<file path="config.mk">
export PLATFORM = sky130hd
export DESIGN_NAME = utf8_display_escaper_core
export DESIGN_NICKNAME = d
export VERILOG_FILES = /design/src/rtl/ude_pkg.sv /design/src/rtl/ude_front.sv /design/src/rtl/ude_cmd_queue.sv /design/src/rtl/ude_back.sv /design/src/rtl/utf8_display_escaper_core.sv
export VERILOG_INCLUDE_DIRS = /design/src /design/src/rtl
export SDC_FILE = /design/constraint.sdc
export NUM_CORES = 1
export LEC_CHECK = 0
export ABC_CLOCK_PERIOD_IN_PS = 7100
export BUFFER_PORTS_ARGS = -buffer_cell sky130_fd_sc_hd__buf_2
export CAP_MARGIN = 20
export CORE_ASPECT_RATIO = 1.1
export CORE_UTILIZATION = 37
export DETAILED_ROUTE_END_ITERATION = 16
export PLACE_DENSITY = 0.6
export SLEW_MARGIN = 10
export SYNTH_ARGS = -nofsm -noshare
export SYNTH_HDL_FRONTEND = slang
export SYNTH_SLANG_ARGS = --single-unit
</file>
<file path="constraint.sdc">
create_clock -name clk_i -period 7.1 [get_ports clk_i]
set_input_delay 1.42 -clock clk_i [delete_from_list [all_inputs] [get_ports clk_i]]
set_output_delay 1.42 -clock clk_i [all_outputs]
set_load 0.03 [all_outputs]
</file>
<file path="src/rtl/utf8_display_escaper_core_assert.svh">
// Assertion macros shared by the display escaper RTL files.
`ifndef UTF8_DISPLAY_ESCAPER_CORE_ASSERT_SVH
`define UTF8_DISPLAY_ESCAPER_CORE_ASSERT_SVH

// Checks a condition at every clock edge outside reset.
`define UDE_ASSERT(lbl, cond, msg) \
  lbl: assert property (@(posedge clk_i) disable iff (!rst_ni) (cond)) else $error(msg);

// Checks that a condition in the next cycle follows from a trigger.
`define UDE_ASSERT_NEXT(lbl, ante, cons, msg) \
  lbl: assert property (@(posedge clk_i) disable iff (!rst_ni) (ante) |=> (cons)) \
    else $error(msg);

`endif

</file>
<file path="src/rtl/ude_pkg.sv">
// Shared types, constants and functions of the display escaper.
`timescale 1ns / 1ps

package ude_pkg;

  localparam int unsigned MaxResults   = 5;
  localparam int unsigned QueueDepthDef = 4;

  localparam logic [7:0] LeadTwoMin    = 8'hC2;
  localparam logic [7:0] LeadTwoMax    = 8'hDF;
  localparam logic [7:0] LeadThreeMin  = 8'hE0;
  localparam logic [7:0] LeadThreeMax  = 8'hEF;
  localparam logic [7:0] LeadFourMin   = 8'hF0;
  localparam logic [7:0] LeadFourMax   = 8'hF4;

  localparam logic [7:0] CharQuote     = 8'h22;
  localparam logic [7:0] CharBackslash = 8'h5C;
  localparam logic [7:0] CharNewline   = 8'h0A;
  localparam logic [7:0] CharReturn    = 8'h0D;
  localparam logic [7:0] CharTab       = 8'h09;
  localparam logic [7:0] CharLetterN   = 8'h6E;
  localparam logic [7:0] CharLetterR   = 8'h72;
  localparam logic [7:0] CharLetterT   = 8'h74;
  localparam logic [7:0] CharQuestion  = 8'h3F;
  localparam logic [7:0] CharDelete    = 8'h7F;
  localparam logic [7:0] CharSpace     = 8'h20;

  // Length of the open UTF-8 sequence; none when nothing is held.
  localparam logic [2:0] SeqNone  = 3'd0;
  localparam logic [2:0] SeqTwo   = 3'd2;
  localparam logic [2:0] SeqThree = 3'd3;
  localparam logic [2:0] SeqFour  = 3'd4;

  localparam logic [1:0] ColsNone   = 2'd0;
  localparam logic [1:0] ColsSingle = 2'd1;
  localparam logic [1:0] ColsDouble = 2'd2;

  // One queued command: the result bytes that one input byte causes.
  typedef struct packed {
    logic [MaxResults-1:0][7:0] data_b;
    logic [MaxResults-1:0][1:0] col_w;
    logic [2:0]                 count;
  } ude_cmd_t;

  // Appends one result to a command.
  function automatic ude_cmd_t push_res(ude_cmd_t c, logic [7:0] b, logic [1:0] w);
    ude_cmd_t r;
    r = c;
    if (c.count < 3'(MaxResults)) begin
      r.data_b[c.count] = b;
      r.col_w[c.count]  = w;
      r.count           = c.count + 3'd1;
    end
    return r;
  endfunction

  // Display columns of a code point.
  function automatic logic [1:0] columns_of(logic [20:0] v);
    logic [1:0] cols;
    cols = ColsSingle;
    if ((v >= 21'h00300 && v <= 21'h0036F) || (v >= 21'h01AB0 && v <= 21'h01AFF) ||
        (v >= 21'h01DC0 && v <= 21'h01DFF) || (v >= 21'h020D0 && v <= 21'h020FF) ||
        (v >= 21'h0FE00 && v <= 21'h0FE0F) || (v >= 21'h0FE20 && v <= 21'h0FE2F)) begin
      cols = ColsNone;
    end else if ((v >= 21'h01100 && v <= 21'h0115F) || v == 21'h02329 ||
                 v == 21'h0232A || (v >= 21'h02E80 && v <= 21'h0A4CF) ||
                 (v >= 21'h0AC00 && v <= 21'h0D7A3) || (v >= 21'h0F900 && v <= 21'h0FAFF) ||
                 (v >= 21'h0FE10 && v <= 21'h0FE19) || (v >= 21'h0FE30 && v <= 21'h0FE6F) ||
                 (v >= 21'h0FF00 && v <= 21'h0FF60) || (v >= 21'h0FFE0 && v <= 21'h0FFE6) ||
                 (v >= 21'h1F300 && v <= 21'h1FAFF) ||
                 (v >= 21'h20000 && v <= 21'h3FFFD)) begin
      cols = ColsDouble;
    end
    return cols;
  endfunction

endpackage

</file>
<file path="src/rtl/ude_front.sv">
// Front end: classifies text bytes, tracks UTF-8 sequences, builds commands.
`timescale 1ns / 1ps

module ude_front (
  input  logic              clk_i,
  input  logic              rst_ni,
  input  logic              accept_i,
  input  logic [7:0]        text_byte_i,
  input  logic              text_end_i,
  output logic              push_o,
  output ude_pkg::ude_cmd_t cmd_o
);
  import ude_pkg::*;

  logic [2:0][7:0] held_q, held_d;
  logic [1:0]      held_count_q, held_count_d;
  logic [2:0]      seq_len_q, seq_len_d;
  logic [20:0]     cp_q, cp_d;
  logic [20:0]     cp_next;
  logic            seq_ok;
  ude_cmd_t        cmd;

  assign cp_next = {cp_q[14:0], text_byte_i[5:0]};

  always_comb begin
    held_d       = held_q;
    held_count_d = held_count_q;
    seq_len_d    = seq_len_q;
    cp_d         = cp_q;
    cmd          = '0;
    seq_ok       = 1'b1;

    if (held_count_q != 2'd0 && text_byte_i[7:6] == 2'b10) begin
      if (({1'b0, held_count_q} + 3'd1) >= seq_len_q) begin
        // Sequence complete: reject surrogates, overlong and out-of-range forms.
        if (seq_len_q == SeqThree &&
            ((cp_next >= 21'h00D800 && cp_next <= 21'h00DFFF) || cp_next < 21'h000800)) begin
          seq_ok = 1'b0;
        end
        if (seq_len_q == SeqFour && (cp_next > 21'h10FFFF || cp_next < 21'h010000)) begin
          seq_ok = 1'b0;
        end
        if (seq_ok) begin
          cmd = push_res(cmd, held_q[0], columns_of(cp_next));
          for (int i = 1; i < 3; i++) begin
            if (2'(i) < held_count_q) cmd = push_res(cmd, held_q[i], ColsNone);
          end
          cmd = push_res(cmd, text_byte_i, ColsNone);
        end else begin
          for (int i = 0; i < 3; i++) begin
            if (2'(i) < held_count_q) cmd = push_res(cmd, CharQuestion, ColsSingle);
          end
          cmd = push_res(cmd, CharQuestion, ColsSingle);
        end
        held_count_d = 2'd0;
        seq_len_d    = SeqNone;
        cp_d         = '0;
      end else begin
        held_d[held_count_q] = text_byte_i;
        held_count_d         = held_count_q + 2'd1;
        cp_d                 = cp_next;
      end
    end else begin
      // A broken sequence gives one '?' per held byte.
      for (int i = 0; i < 3; i++) begin
        if (2'(i) < held_count_q) cmd = push_res(cmd, CharQuestion, ColsSingle);
      end
      held_count_d = 2'd0;
      seq_len_d    = SeqNone;
      cp_d         = '0;

      if (!text_byte_i[7]) begin
        case (text_byte_i)
          CharQuote, CharBackslash: begin
            cmd = push_res(cmd, CharBackslash, ColsSingle);
            cmd = push_res(cmd, text_byte_i, ColsSingle);
          end
          CharNewline: begin
            cmd = push_res(cmd, CharBackslash, ColsSingle);
            cmd = push_res(cmd, CharLetterN, ColsSingle);
          end
          CharReturn: begin
            cmd = push_res(cmd, CharBackslash, ColsSingle);
            cmd = push_res(cmd, CharLetterR, ColsSingle);
          end
          CharTab: begin
            cmd = push_res(cmd, CharBackslash, ColsSingle);
            cmd = push_res(cmd, CharLetterT, ColsSingle);
          end
          default: begin
            if (text_byte_i < CharSpace || text_byte_i == CharDelete) begin
              cmd = push_res(cmd, CharQuestion, ColsSingle);
            end else begin
              cmd = push_res(cmd, text_byte_i, ColsSingle);
            end
          end
        endcase
      end else if (text_byte_i >= LeadTwoMin && text_byte_i <= LeadTwoMax) begin
        seq_len_d    = SeqTwo;
        cp_d         = {16'd0, text_byte_i[4:0]};
        held_d[0]    = text_byte_i;
        held_count_d = 2'd1;
      end else if (text_byte_i >= LeadThreeMin && text_byte_i <= LeadThreeMax) begin
        seq_len_d    = SeqThree;
        cp_d         = {17'd0, text_byte_i[3:0]};
        held_d[0]    = text_byte_i;
        held_count_d = 2'd1;
      end else if (text_byte_i >= LeadFourMin && text_byte_i <= LeadFourMax) begin
        seq_len_d    = SeqFour;
        cp_d         = {18'd0, text_byte_i[2:0]};
        held_d[0]    = text_byte_i;
        held_count_d = 2'd1;
      end else begin
        cmd = push_res(cmd, CharQuestion, ColsSingle);
      end
    end

    // At the end of the text every byte still held becomes '?'.
    if (text_end_i) begin
      for (int i = 0; i < 3; i++) begin
        if (2'(i) < held_count_d) cmd = push_res(cmd, CharQuestion, ColsSingle);
      end
      held_count_d = 2'd0;
      seq_len_d    = SeqNone;
      cp_d         = '0;
    end
  end

  always_ff @(posedge clk_i or negedge rst_ni) begin
    if (!rst_ni) begin
      held_count_q <= 2'd0;
      seq_len_q    <= SeqNone;
      cp_q         <= '0;
    end else if (accept_i) begin
      held_count_q <= held_count_d;
      seq_len_q    <= seq_len_d;
      cp_q         <= cp_d;
    end
  end

  always_ff @(posedge clk_i) begin
    if (accept_i) held_q <= held_d;
  end

  assign push_o = accept_i && (cmd.count != 3'd0);
  assign cmd_o  = cmd;

  `include "utf8_display_escaper_core_assert.svh"

  `UDE_ASSERT(a_open_consistent, (held_count_q == 2'd0) == (seq_len_q == SeqNone), "held count and sequence length disagree")
  `UDE_ASSERT(a_held_below_len, (held_count_q == 2'd0) || ({1'b0, held_count_q} < seq_len_q), "held bytes reach sequence length")

endmodule

</file>
<file path="src/rtl/ude_cmd_queue.sv">
// Short command queue between the front end and the output expander.
`timescale 1ns / 1ps

module ude_cmd_queue #(
  parameter int unsigned Depth = ude_pkg::QueueDepthDef
) (
  input  logic              clk_i,
  input  logic              rst_ni,
  input  logic              push_i,
  input  ude_pkg::ude_cmd_t push_cmd_i,
  input  logic              pop_i,
  output logic              full_o,
  output logic              empty_o,
  output ude_pkg::ude_cmd_t head_o
);
  import ude_pkg::*;

  localparam int unsigned PtrW = (Depth > 1) ? $clog2(Depth) : 1;
  localparam int unsigned CntW = $clog2(Depth + 1);
  localparam logic [PtrW-1:0] LastPtr = PtrW'(Depth - 1);

  ude_cmd_t        entries_q [Depth];
  logic [PtrW-1:0] wr_ptr_q, wr_ptr_d;
  logic [PtrW-1:0] rd_ptr_q, rd_ptr_d;
  logic [CntW-1:0] count_q, count_d;
  logic            do_push, do_pop;

  assign full_o  = (count_q == CntW'(Depth));
  assign empty_o = (count_q == '0);
  assign head_o  = entries_q[rd_ptr_q];
  assign do_push = push_i && !full_o;
  assign do_pop  = pop_i && !empty_o;

  always_comb begin
    wr_ptr_d = wr_ptr_q;
    rd_ptr_d = rd_ptr_q;
    count_d  = count_q;
    if (do_push) wr_ptr_d = (wr_ptr_q == LastPtr) ? '0 : wr_ptr_q + PtrW'(1);
    if (do_pop)  rd_ptr_d = (rd_ptr_q == LastPtr) ? '0 : rd_ptr_q + PtrW'(1);
    if (do_push && !do_pop) count_d = count_q + CntW'(1);
    if (do_pop && !do_push) count_d = count_q - CntW'(1);
  end

  always_ff @(posedge clk_i or negedge rst_ni) begin
    if (!rst_ni) begin
      wr_ptr_q <= '0;
      rd_ptr_q <= '0;
      count_q  <= '0;
    end else begin
      wr_ptr_q <= wr_ptr_d;
      rd_ptr_q <= rd_ptr_d;
      count_q  <= count_d;
    end
  end

  always_ff @(posedge clk_i) begin
    if (do_push) entries_q[wr_ptr_q] <= push_cmd_i;
  end

  `include "utf8_display_escaper_core_assert.svh"

  `UDE_ASSERT(a_count_bound, count_q <= CntW'(Depth), "queue count above depth")
  `UDE_ASSERT_NEXT(a_count_grows, do_push && !do_pop, count_q == $past(count_q) + CntW'(1), "queue count did not grow on push")

endmodule

</file>
<file path="src/rtl/ude_back.sv">
// Back end: expands queued commands into single result bytes.
`timescale 1ns / 1ps

module ude_back (
  input  logic              clk_i,
  input  logic              rst_ni,
  input  logic              empty_i,
  input  ude_pkg::ude_cmd_t head_i,
  output logic              pop_o,
  output logic              out_valid_o,
  input  logic              out_ready_i,
  output logic [7:0]        out_byte_o,
  output logic [1:0]        char_width_o,
  output logic              run_last_o
);
  import ude_pkg::*;

  logic [2:0] idx_q;
  logic       valid_q;
  logic [7:0] byte_q;
  logic [1:0] width_q;
  logic       last_q;
  logic       load;
  logic       slot_last;

  // The output register refills whenever it is empty or being drained.
  assign load      = !empty_i && (!valid_q || out_ready_i);
  assign slot_last = ((idx_q + 3'd1) == head_i.count);
  assign pop_o     = load && slot_last;

  always_ff @(posedge clk_i or negedge rst_ni) begin
    if (!rst_ni) begin
      idx_q   <= 3'd0;
      valid_q <= 1'b0;
    end else begin
      if (load) begin
        valid_q <= 1'b1;
        idx_q   <= slot_last ? 3'd0 : idx_q + 3'd1;
      end else if (out_ready_i) begin
        valid_q <= 1'b0;
      end
    end
  end

  always_ff @(posedge clk_i) begin
    if (load) begin
      byte_q  <= head_i.data_b[idx_q];
      width_q <= head_i.col_w[idx_q];
      last_q  <= slot_last;
    end
  end

  assign out_valid_o  = valid_q;
  assign out_byte_o   = byte_q;
  assign char_width_o = width_q;
  assign run_last_o   = last_q;

  `include "utf8_display_escaper_core_assert.svh"

  `UDE_ASSERT(a_idx_in_cmd, empty_i || (idx_q < head_i.count), "slot index beyond command length")

endmodule

</file>
<file path="src/rtl/utf8_display_escaper_core.sv">
// Top level of the UTF-8 display escaper.
//
// The block takes a text one byte per transaction on the slave stream and gives
// escaped display bytes on the master stream. s_axis_tdata carries the text
// byte and s_axis_tlast marks the last byte of a text. Each result carries the
// display byte, the column width of the character it starts (zero on the
// trailing bytes of a multi-byte character) and, in m_axis_tlast, a flag on
// the last result caused by one input byte. An input byte that only opens or
// extends a UTF-8 sequence causes no result.
// The front end classifies a byte in the cycle it is accepted and writes the
// one to five results it causes into a command queue of QueueDepth entries.
// The back end drains one result per cycle, while the receiver is ready, into
// the output register; the first result of a transaction is registered first
// in the queue entry and then in the output register. The block accepts a byte
// in every cycle while the queue has room; the output side sets the sustained
// rate at one result per cycle, also for bytes that cause escapes or flush a broken sequence.
// When the receiver stalls, the output register holds its transaction, the
// queue fills and s_axis_tready drops once it is full.
// Reset clears the sequence tracker, the queue and the output register; there
// is no clearing pass and the block is ready in the first cycle after reset.
`timescale 1ns / 1ps

module utf8_display_escaper_core #(
  parameter int unsigned QueueDepth = ude_pkg::QueueDepthDef
) (
  input  logic        clk_i,
  input  logic        rst_ni,
  input  logic        s_axis_tvalid,
  output logic        s_axis_tready,
  input  logic [7:0]  s_axis_tdata,   // [7:0] text_byte
  input  logic        s_axis_tlast,   // text_end
  output logic        m_axis_tvalid,
  input  logic        m_axis_tready,
  output logic [15:0] m_axis_tdata,   // [7:0] out_byte, [9:8] char_width, rest zero
  output logic        m_axis_tlast    // run_last
);
  import ude_pkg::*;

  logic     accept;
  logic     q_push;
  logic     q_pop;
  logic     q_full;
  logic     q_empty;
  ude_cmd_t push_cmd;
  ude_cmd_t head_cmd;
  logic [7:0] out_byte;
  logic [1:0] char_width;

  // A byte is taken whenever the queue can hold the command it may cause.
  assign s_axis_tready = !q_full;
  assign accept        = s_axis_tvalid && s_axis_tready;

  ude_front u_front (
    .clk_i       (clk_i),
    .rst_ni      (rst_ni),
    .accept_i    (accept),
    .text_byte_i (s_axis_tdata),
    .text_end_i  (s_axis_tlast),
    .push_o      (q_push),
    .cmd_o       (push_cmd)
  );

  ude_cmd_queue #(
    .Depth (QueueDepth)
  ) u_queue (
    .clk_i      (clk_i),
    .rst_ni     (rst_ni),
    .push_i     (q_push),
    .push_cmd_i (push_cmd),
    .pop_i      (q_pop),
    .full_o     (q_full),
    .empty_o    (q_empty),
    .head_o     (head_cmd)
  );

  ude_back u_back (
    .clk_i        (clk_i),
    .rst_ni       (rst_ni),
    .empty_i      (q_empty),
    .head_i       (head_cmd),
    .pop_o        (q_pop),
    .out_valid_o  (m_axis_tvalid),
    .out_ready_i  (m_axis_tready),
    .out_byte_o   (out_byte),
    .char_width_o (char_width),
    .run_last_o   (m_axis_tlast)
  );

  assign m_axis_tdata = {6'd0, char_width, out_byte};

  `include "utf8_display_escaper_core_assert.svh"

  // Every command written to the queue holds between one and five results.
  `UDE_ASSERT(a_push_count, !q_push || (push_cmd.count != 3'd0 && push_cmd.count <= 3'(MaxResults)), "pushed command has bad result count")

endmodule
</file>
# Word level (Yosys, flattened, before mapping)
# Memory sizes are Yosys's and may differ from the RTL's.
# Index checks and enable logic that the tools add are counted.
# totals
ramBits	212
elab_cells	520
regBits	66
n_memories	1
inputBits	13
out_inout_bits	19
# classes
order_cmp	102
reduce_logical	84
eq_ne	17
add_sub_neg	23
bitwise_logic	85
n_mux	194
# mem_list
memory	words	width	read_ports	rd_ports_with_merged_regs	wr	line	rtl
u_queue.entries_q	4	53	1	0	1	ude_cmd_queue.sv:22	ude_cmd_t entries_q [Depth];
# ops
op	count
$mux W53	68
$demux W8 S3	16
$or A30 B30 Y30	9
$mux W8	27
$pmux W53 S4	1
$le A21 B16 Y1 const B	10
$bwmux W40	5
$ge A21 B16 Y1 const B	9
$not A10 Y10	12
$and A10 B10 Y10	11
$demux W2 S3	16
$mux W15	5
$lt A3 B4 Y1 const B	17
$and A5 B5 Y5	13
$not A5 Y5	13
$or A5 B5 Y5	13
$ge A21 B13 Y1 const B	3
$le A21 B13 Y1 const B	3
$and A20 B20 Y20	3
$not A20 Y20	3
$or A20 B20 Y20	3
$add A3 B1 Y3 const B	18
$mux W2	27
$ge A3 B1 Y1 const B	16
other kinds (58)	184

# Depth between registers and ports, before layout
# Gate-level depths: netlist of run 1.
# depth
word_depth	83
ltp_mapped	28
ltp_nobuf	27

# Hierarchy
# A second synthesis of run 1 with hierarchy kept.
# unflattened
hier_cells	1150
area_unflattened_um2	14447.6
# by_module_without_submodules
module	n_inst	cells_per_inst	area_each_um2	seq_area_each_um2
ude_cmd_queue	1	317	8166.6	6541.3
ude_front	1	731	5235.0	1221.2
ude_back	1	93	987.2	430.4
utf8_display_escaper_core	1	9	58.8	0.0

# Worst setup path after synthesis of run 1
# OpenSTA, ideal clock, no wires.
# synth_path
kind	input port to flip-flop
startpoint	input port s_axis_tdata[3]
endpoint	memory u_queue.entries_q[3][0] (netlist bit) (enable)
t_required_ns	6.688
setup_time_ns	0.412
t_arrival_ns	6.018
slack_ns	0.670
stages	17
n_path_buf	1
cell_sequence	buf_2 > or4_4 > o21bai_4 > o21ai_0 > mux2_2 > a2bb2oi_1 > a21boi_2 > inv_1 > ha_1 > and2_1 > a31oi_1 > a21boi_2 > ha_1 > nor4_1 > a211o_1 > a22o_4 > and2_1
# synth_between
elab_chain_len	28
word_cells_on_any_way	69
classes_between	add/sub (3); order compare (18); eq/ne (6); mux (29); reduce/logical (13)
# synth_rtl
item	line	rtl
start: declaration	utf8_display_escaper_core.sv:30	input logic [7:0] s_axis_tdata,
$ge A21 B16 Y1 or $le A21 B16 Y1 (tied branches)	ude_front.sv:37	((cp_next >= 21'h00D800 && cp_next <= 21'h00DFFF) || cp_next < 21'h000800)) begin
$logic_and A1 B1 Y1	ude_front.sv:37	
$logic_or A1 B1 Y1	ude_front.sv:37	
$logic_and A1 B1 Y1	ude_front.sv:36	if (seq_len_q == SeqThree &&
$mux W1	ude_front.sv:36	
$mux W1	ude_front.sv:40	if (seq_len_q == SeqFour && (cp_next > 21'h10FFFF || cp_next < 21'h010000)) begin
$mux W1	ude_front.sv:34	if (({1'b0, held_count_q} + 3'd1) >= seq_len_q) begin
$mux W1	ude_front.sv:33	if (held_count_q != 2'd0 && text_byte_i[7:6] == 2'b10) begin
(+12 left out)	n/a	
$mux W53	ude_pkg.sv:49	if (c.count < 3'(MaxResults)) begin
$mux W53	ude_front.sv:121	if (2'(i) < held_count_d) cmd = push_res(cmd, CharQuestion, ColsSingle);
$mux W53 (*)	ude_front.sv:119	if (text_end_i) begin
$reduce_bool A3 Y1 (*)	ude_front.sv:145	assign push_o = accept_i && (cmd.count != 3'd0);
$logic_and A1 B1 Y1 (*)	ude_front.sv:145	
$logic_and A1 B1 Y1 (*)	ude_cmd_queue.sv:31	assign do_push = push_i && !full_o;
$mux W1 (*)	ude_cmd_queue.sv:57	if (do_push) entries_q[wr_ptr_q] <= push_cmd_i;
$mux W1 (implied by the code) (*)	ude_cmd_queue.sv:57	
end: declaration	ude_cmd_queue.sv:22	
# Mark *: on every way between the ends. The rest lies on a longest branch, timed or not. The select of a mux whose other input is x is not followed.

# Worst setup path after layout of run 1
# layout_path
startpoint	input port s_axis_tdata[5]
endpoint	register u_queue.count_q[2]
# layout_between
elab_chain_len	29
word_cells_on_any_way	72
classes_between	add/sub (3); order compare (18); eq/ne (6); mux (28); reduce/logical (17)
# layout_rtl
item	line	rtl
$ge A21 B16 Y1 or $le A21 B16 Y1 (tied branches)	ude_front.sv:37	
$logic_and A1 B1 Y1	ude_front.sv:37	
$logic_or A1 B1 Y1	ude_front.sv:37	
$logic_and A1 B1 Y1	ude_front.sv:36	
$mux W1	ude_front.sv:36	
$mux W1	ude_front.sv:40	
$mux W1	ude_front.sv:34	
$mux W1	ude_front.sv:33	
(+13 left out)	n/a	
$mux W53	ude_front.sv:121	
$mux W53 (*)	ude_front.sv:119	
$reduce_bool A3 Y1 (*)	ude_front.sv:145	
$logic_and A1 B1 Y1 (*)	ude_front.sv:145	
$logic_and A1 B1 Y1 (*)	ude_cmd_queue.sv:31	
$logic_not A1 Y1	ude_cmd_queue.sv:41	if (do_pop && !do_push) count_d = count_q - CntW'(1);
$logic_and A1 B1 Y1	ude_cmd_queue.sv:41	
$mux W3 or $reduce_bool A2 Y1 (tied branches)	n/a	
end signal: assignment	ude_cmd_queue.sv:52	count_q <= count_d;
end: declaration	ude_cmd_queue.sv:25	logic [CntW-1:0] count_q, count_d;
# Marks and branches as above.
# A chain may end at the register's enable or synchronous reset.

==> results of run 1 <==
==> per-layer routing <==
metal	GRT usage	up-vias	wire, µm
met5	0	-	0
met4	0.0735	0	1380
met3	0.0262	92	2510
met2	0.348	406	19000
met1	0.273	4920	16200
li1	-	4394	-
==> cells in the mapped netlist (11+ instances only) <==
library cell  number
edfxtp_1         231
nand2_1           97
nor2_1            79
o21ai_0           75
mux4_2            58
a21oi_1           57
clkbuf_1          55
inv_1             35
nand3_1           33
dfrtp_1           31
nor3_1            23
ha_1              20
mux2i_1           20
a22o_1            14
a31oi_1           13
o221ai_1          13
buf_1             12
nor2b_1           12
nor3b_1           12
and2_1            11
o211ai_1          11
==> cell type report <==
cell class,count,area share
clock buffer,38,0.0490
clock inverter,14,0.00847
inverter,35,0.00847
multi-input combinational,753,0.366
sequential,262,0.498
tap,494,0.0399
timing repair buffer,63,0.0303
==> state kept, by name (all words and copies together) (netlist names) <==
register              cells
u_front.seq_len_q         3
u_queue.wr_ptr_q          2
u_queue.rd_ptr_q          2
u_back.out_byte_o         8
u_back.run_last_o         1
u_queue.count_q           3
u_back.char_width_o       2
u_back.out_valid_o        1
u_front.held_count_q      2
u_queue.entries_q       196
u_front.held_q           24
u_back.idx_q              3
u_front.cp_q             15
==> placed cells by master, fill, tap and decap left out, types with 9 or more instances in the layout <==
master     Yosys  routed
edfxtp_1     231     231
nand2_1       97      97
nor2_1        79      79
o21ai_0       75      75
mux4_2        58      58
a21oi_1       57      57
inv_1         35      35
nand3_1       33      33
buf_4         10      32
clkbuf_16      0      29
dfrtp_1       31      29
buf_2          8      25
nor3_1        23      23
mux2i_1       20      20
ha_1          20      20
a22o_1        14      14
a31oi_1       13      13
o221ai_1      13      13
nor2b_1       12      12
nor3b_1       12      11
o211ai_1      11      11
and3_1        10      10
or2_2         10      10
nor4_1        10      10
conb_1         1      10
nand2b_1       9       9
clkbuf_1      55       9
==> power by group through the flow <==
stage / combinational [mW] / sequential, mW / clock, mW
after floorplan: 1.00 / 2.24 / 0
after global placement: 1.42 / 2.26 / 0
after detailed placement: 1.42 / 2.27 / 0
after CTS: 1.43 / 2.24 / 1.43
after global routing: 1.51 / 2.27 / 1.48
final: 1.40 / 2.23 / 1.39
==> kinds of logic (layout without fill, tap and decap cells) <==
kind of cell               after synthesis  count (layout)
DFF                                    262             262
xor gates and xnor gates                11              11
other                                    1              10
adders and majority gates               21              21
muxes                                   83              83
and+or+nand+nor                        347             347
buffers and inverters                  124             150
AOI/OAI and AO/OA                      281             281
==> worst reg2reg max path, stage by stage, from the launching register on <==
cell and delay [ps]:
dfrtp_1 510, inv_1 220, ha_1 520, a21o_1 230, a22oi_1 320, o311ai_1 210, mux2_2 350, a2bb2oi_1 280
a21boi_2 230, inv_1 80, ha_1 280, and2_1 170, a31oi_1 230, a21boi_2 120, ha_1 320, o211ai_2 80
a21boi_0 250, a22oi_1 130, a22o_4 310, inv_1 60, ha_1 170, inv_1 60, fa_1 370, xor2_1 160
nor2_1 120, xor2_1 160
==> worst paths after layout <==
path / slack, ps / cells past startpoint / end / start
setup reg to reg: 1060 / 25 / u_queue.count_q[2]$_DFFE_PN0P_ / u_front.held_count_q[0]$_DFFE_PN0P_
min in group asynchronous: 960 / 1 / u_back.idx_q[0]$_DFFE_PN0P_ / rst_ni
hold reg to reg: 490 / 2 / u_back.out_valid_o$_DFFE_PN0P_ / u_back.out_valid_o$_DFFE_PN0P_
hold / removal: 490 / 2 / u_back.out_valid_o$_DFFE_PN0P_ / u_back.out_valid_o$_DFFE_PN0P_
setup / recovery: 920 / 24 / u_queue.count_q[2]$_DFFE_PN0P_ / s_axis_tdata[5]
max in group asynchronous: 5590 / 1 / u_queue.rd_ptr_q[0]$_DFFE_PN0P_ / rst_ni
==> through the flow <==
stage	hold WS, ps	total power, mW	util
5_1_grt	534	5.26	0.419
4_1_cts	489	5.10	0.418
3_5_place_dp	475	3.70	0.394
6_report	485	5.02	0.419
2_1_floorplan	464	3.24	-
3_3_place_gp	465	3.68	0.394
==> key figures, run 1 <==
Clocking
  – Post-CTS setup repair buffer count: 0
  – Clock tree from TritonCTS: done
  – Clock H-tree levels: 1
  – Worst-case clock buffer depth: 3
  – Number of cells upsized or downsized after cts: 0
  – Root buffer cell: clkbuf_16
  – Sinks on Clock Net: 262
  – CTS clock-pin slew for the worst setup and hold paths: 60 ps
  – Number of hold buffers added after CTS: 0
  – Total clock buffers created by CTS: 29
  – Clk Latency, worst-skew pair: 520 ps

STA
  – Hold violation count in the final report: 0
  – Max frequency: 0.162 GHz
  – PnR worst setup slack: 921 ps
  – Fin Setup TNS: 0 ps
  – Relative slew margins: 0.334
  – Number of max-slew violations in the final report: 0
  – Final critical delay including setup and external delays: 6180 ps
  – Setup-failing EPs final: 0
  – Setup repair after global routing missed its margin: no
  – Fraction of the cycle the final worst path needs: 0.870
  – Transition time at the pin with the least slew margin: 991 ps
  – Worst clock skew: 9.52 ps

Yosys
  – Yosys top cell area share: 0.500
  – Library cell with the largest summed area after synthesis: edfxtp_1
  – Post-synthesis compound-gate area fraction: 0.138
  – Leading register cell type out of synthesis: edfxtp_1
  – Adder-Cell Fraction of Synth Area: 0.0195
  – Netlist area before placement: 13900 µm²
  – Average cell area after synthesis: 12.3 µm²
  – Ys async rst share: 0.118
  – Yosys synthesis warning count: 0
  – Cell variety after synth: 89
  – Count of flip-flops with a built-in enable after synthesis: 231
  – Area share of and/or/nand/nor cells after synthesis: 0.128
  – Post-Synth XOR/XNOR Area: 0.00694
  – Fraction of synthesized area in multiplexers: 0.113
  – Area contributors post-synth: edfxtp_1 (50%), mux4_2 (9.4%), dfrtp_1 (5.6%)
  – Sequential share of the synthesized area: 0.556
  – Yosys reg bits: 262
  – Number of instances in the synthesized netlist: 1130
  – Combinational family with the most area after synthesis: compound AO/OA/AOI/OAI gates

Worst setup path
  – CP bufs+invs: 4
  – Critical Path RT: 7540 ps
  – Crit. End Element: flip-flop
  – Critical path's top delay family: compound AO/OA/AOI/OAI gates
  – Critical path type: primary input to flip-flop
  – Crit Path Max Fanout: 20
  – Cell with the largest stage delay on the worst path: fa_1
  – Chain of cells forming the critical path: buf_2, nor4b_1, and3_1, o311ai_1, mux2_2, a2bb2oi_1, a21boi_2, inv_1, ha_1, and2_1, a31oi_1, a21boi_2, ha_1, o211ai_2, a21boi_0, a22oi_1, a22o_4, inv_1, ha_1, inv_1, fa_1, xor2_1, nor2_1, xor2_1
  – Worst EP arrival: 6620 ps
  – Startpoint type of the worst setup path: primary input
  – Delay of the slowest critical-path stage: 370 ps

Power and ir drop
  – Net switching power: 1.52 mW
  – Int Power: 3.50 mW
  – Switching portion of total power: 0.303
  – Logic pwr share: 0.278
  – Power per unit of standard cell area: 324 nW/µm²
  – Leakage: 5.31 nW
  – Clock network fraction of design power: 0.278
  – Largest voltage drop on the vdd net: 189 µV
  – Power share of the sequential group: 0.445

Final layout
  – Final design instance area without fill: 15500 µm²
  – Post-layout net count: 1178
  – Ant. Diodes: 0
  – FILL cells: 3472
  – Share of final-layout standard cells stronger than drive strength 1: 0.177
  – Area taken by multi-input logic gates: 5680 µm²
  – Non-filler instance count after layout: 1659
  – Area growth from synthesis to final layout: 11.7%
  – Sequential cell area: 7720 µm²

Routing
  – Number of DRC violations after detailed routing: 0
  – Routed wire per std cell: 23.6 µm
  – Overall routed net length: 39100 µm
  – Detailed Route Iter0 Violations: 757
  – Via/cell ratio: 5.91
  – DR vias: 9812
  – Drt first pass iters: 6
  – Number of routed nets with antenna violations: 0

GRT
  – Number of global-route vias before repair: 9670
  – All-Layer GR Usage: 0.206
  – Global-route congestion overflow total: 0
  – Number of antenna violations at the first check in global routing: 0
  – Wire length of the first global-routing pass: 60500 µm
  – Maximum number of pins on one net before global-route repair: 50

Run status
  – Result of the run: completed

Place
  – RePlAce Congestion: 1.01
  – Post-placement cell area: 14600 µm²
  – Placed wire-length estimate after detailed placement: 27700 µm
  – # port buffers: 25
  – Placed Instances: 1606
  – DP Worst Slack: 507 ps

Flow run
  – Max capacitance violation total: 0

Floorplan
  – Starting density of the core: 0.375
  – Count of boundary I/O pins: 32
  – Die Width: 187 µm
  – Std cell rows: 74
  – Core Area: 37000 µm²
  – Die area: 38300 µm²
  – Y dimension of the die: 205 µm

Hold path
  – Kind of path behind the tightest hold check: flip-flop to flip-flop
Note: power is estimated with default switching activity, not from simulation.
==> inputs of run 2 (changes only) <==
MAX_ROUTING_LAYER = met4   (was default)
==> run 2 against run 1 <==
  * Cell area is 0.11% lower
  * Hold slack lost 2.8 ps
  * Die area unchanged
  * Flip-flop and latch count is the same
  * First-iteration DRC count is 15% higher
  * Combinational power about the same
  * Sequential share of layout area is 0.056 points higher
  * Clock-buffer cell count shrank 4
  * Clock skew up 4.8 ps
  * Global-route usage rose by 0.85 points
  * Critical endpoint unchanged
  * Largest cell class unchanged
  * Highest routed layer unchanged
==> key figures, run 2 (synthesis results as in run 1) <==
STA
  – Worst clock skew: 14.3 ps (was 9.52 ps)
  – Setup-failing EPs final: 0 (unchanged)
  – Transition time at the pin with the least slew margin: 1040 ps (was 991 ps)
  – Max frequency: 0.162 GHz (about the same)
  – Fin Setup TNS: 0 ps (unchanged)
  – Relative slew margins: 0.309 (was 0.334)
  – Hold violation count in the final report: 0 (unchanged)
  – Fraction of the cycle the final worst path needs: 0.870 (about the same)
  – Number of max-slew violations in the final report: 0 (unchanged)
  – Setup repair after global routing missed its margin: no (unchanged)
  – Final critical delay including setup and external delays: 6180 ps (about the same)

GRT
  – All-Layer GR Usage: 0.214 (was 0.206)
  – Number of global-route vias before repair: 9543 (was 9670)
  – Maximum number of pins on one net before global-route repair: 50 (unchanged)
  – Number of antenna violations at the first check in global routing: 0 (unchanged)
  – Wire length of the first global-routing pass: 60700 µm (was 60500 µm)
  – Global-route congestion overflow total: 0 (unchanged)

Routing
  – Number of routed nets with antenna violations: 0 (unchanged)
  – DR vias: 9820 (was 9812)
  – Met2 routed WL: 19200 µm (was 19000 µm)
  – Via/cell ratio: 5.94 (was 5.91)
  – Detail Route met3 WL: 2320 µm (was 2510 µm)
  – Detailed Route Iter0 Violations: 870 (was 757)
  – Top layer in use: met4 (unchanged)
  – Drt first pass iters: 7 (was 6)
  – Met1 layer wirelength in the final routing: 17000 µm (was 16200 µm)
  – Number of DRC violations after detailed routing: 0 (unchanged)
  – Overall routed net length: 39900 µm (was 39100 µm)
  – Routed wire per std cell: 24.1 µm (was 23.6 µm)

Clocking
  – Clock tree from TritonCTS: done (unchanged)
  – Number of cells upsized or downsized after cts: 0 (unchanged)
  – Clock H-tree levels: 1 (unchanged)
  – CTS clock-pin slew for the worst setup and hold paths: 60 ps (about the same)
  – Number of hold buffers added after CTS: 0 (unchanged)
  – Clk Latency, worst-skew pair: 540 ps (was 520 ps)
  – Root buffer cell: clkbuf_16 (unchanged)
  – Sinks on Clock Net: 262 (unchanged)
  – Total clock buffers created by CTS: 28 (was 29)
  – Post-CTS setup repair buffer count: 0 (unchanged)
  – Worst-case clock buffer depth: 3 (unchanged)

Hold path
  – Kind of path behind the tightest hold check: flip-flop to flip-flop (unchanged)
  – Start point of the worst hold path: u_back.out_valid_o$_DFFE_PN0P_ (unchanged)

Worst setup path
  – Critical path type: primary input to flip-flop (unchanged)
  – Worst setup path start: s_axis_tdata[0] (was s_axis_tdata[5])
  – Depth of the worst register-to-register path: 25 (unchanged)
  – Critical Path RT: 7560 ps (was 7540 ps)
  – Startpoint type of the worst setup path: primary input (unchanged)
  – Reg-to-Reg Start: u_front.held_count_q[0]$_DFFE_PN0P_ (unchanged)
  – Worst-case register-to-register setup slack: 1190 ps (was 1060 ps)
  – Worst EP arrival: 6630 ps (was 6620 ps)
  – End point of the critical path: u_queue.count_q[2]$_DFFE_PN0P_ (unchanged)
  – Reg-to-reg critical path endpoint: u_queue.count_q[2]$_DFFE_PN0P_ (unchanged)
  – Crit. End Element: flip-flop (unchanged)
  – Crit Path Max Fanout: 23 (was 20)

Floorplan
  – Starting density of the core: 0.375 (unchanged)
  – Die area: 38300 µm² (unchanged)
  – Die Width: 187 µm (unchanged)
  – Std cell rows: 74 (unchanged)
  – Y dimension of the die: 205 µm (unchanged)
  – Core Area: 37000 µm² (unchanged)
  – Count of boundary I/O pins: 32 (unchanged)

Final layout
  – Post-layout net count: 1174 (was 1178)
  – Leading cell types in the layout, fill and taps excluded: edfxtp_1 (231), nand2_1 (97), nor2_1 (79), o21ai_0 (75), mux4_2 (58) (unchanged)
  – Area growth from synthesis to final layout: 11.6% (was 11.7%)
  – Ant. Diodes: 0 (unchanged)
  – Number of flip-flops in the largest register: 196 (unchanged)
  – Commonest non-fill, non-tap cell in the layout: edfxtp_1 (unchanged)
  – FILL cells: 3459 (was 3472)
  – Largest registers: u_queue.entries_q x196, u_front.held_q x24, u_front.cp_q x15 (unchanged)
  – Largest Register: u_queue.entries_q (unchanged)
  – Final design instance area without fill: 15500 µm² (about the same)
  – Share of final-layout standard cells stronger than drive strength 1: 0.177 (about the same)

Place
  – Placed wire-length estimate after detailed placement: 27600 µm (was 27700 µm)
  – # port buffers: 25 (unchanged)
  – Post-placement cell area: 14600 µm² (about the same)
  – RePlAce Congestion: 0.979 (was 1.01)

Power and ir drop
  – Leakage: 5.30 nW (was 5.31 nW)
  – Logic pwr share: 0.275 (was 0.278)
  – Switching portion of total power: 0.305 (was 0.303)
  – Power share of the sequential group: 0.441 (was 0.445)
  – Power per unit of standard cell area: 327 nW/µm² (was 324 nW/µm²)
  – Largest voltage drop on the vdd net: 223 µV (was 189 µV)
  – Net switching power: 1.55 mW (was 1.52 mW)
  – Int Power: 3.52 mW (was 3.50 mW)
  – Clock network fraction of design power: 0.284 (was 0.278)

Run status
  – Result of the run: completed (unchanged)

Flow run
  – Max capacitance violation total: 0 (unchanged)
-- run 2: changes by cell type in the layout (fill, tap and decap cells not counted), sizes merged --
cell | before | now
clkinv | 9 | 12
buf | 62 | 59
inv | 37 | 35
bufinv | 2 | 3
clkbuf | 39 | 35
-- run 2: final cells by class --
class,count,area [µm²],share of cell area
Sequential cell,262,7720,0.498
Timing Repair Buffer,60,435,0.0281
Tap cell,494,618,0.0399
Inverter,35,131,0.00848
Clock inverter,16,164,0.0106
Clock buffer,34,744,0.0481
Multi-Input combinational cell,753,5680,0.366
-- run 2: how the worst min path moves through the flow --
stage	endpoint	slack (ps)	cells past startpoint
after floorplan	u_back.out_valid_o$_DFFE_PN0P_	460	2
after global placement	u_back.out_valid_o$_DFFE_PN0P_	460	2
after detailed placement	u_back.out_valid_o$_DFFE_PN0P_	470	2
after CTS	u_back.out_valid_o$_DFFE_PN0P_	490	2
after global routing	u_back.out_valid_o$_DFFE_PN0P_	540	2
final	u_back.out_valid_o$_DFFE_PN0P_	480	2
-- run 2: power groups by stage --
stage                     Combinational [mW]  Clock (mW)  Sequential [mW]
final                                   1.39        1.44             2.24
after global routing                    1.52        1.53             2.27
after CTS                               1.42        1.47             2.24
after detailed placement                1.42           0             2.27
after global placement                  1.41           0             2.26
after floorplan                         1.00           0             2.24
-- run 2: per-layer routing --
metal | global-route usage | vias up
met5 | - | -
met4 | 0.0779 | 0
met3 | 0.0255 | 99
met2 | 0.347 | 432
met1 | 0.279 | 4904
li1 | - | 4385
-- run 2: worst max-delay path, stage by stage --
cell,delay [ps]
buf_2,400
nor2b_1,180
and3_1,290
o311ai_1,370
mux2_2,410
a2bb2oi_1,270
a21boi_2,240
inv_1,90
ha_1,300
and2_1,160
a31oi_1,60
a21boi_2,270
ha_1,300
o211ai_2,80
a21boi_0,290
a22oi_1,140
a22o_4,310
inv_1,60
ha_1,160
inv_1,60
fa_1,370
xor2_1,150
nor2_1,110
xor2_1,140
-- run 2: stage by stage --
stage	setup WS [ps]	power (mW)	hold WS, ps	std cells	util
after floorplan	670	3.24	464	1139	-
after global placement	505	3.67	465	1603	0.393
after detailed placement	459	3.69	475	1603	0.393
after CTS	979	5.13	488	1653	0.418
after global routing	491	5.32	535	1654	0.418
final	923	5.07	482	1654	0.418
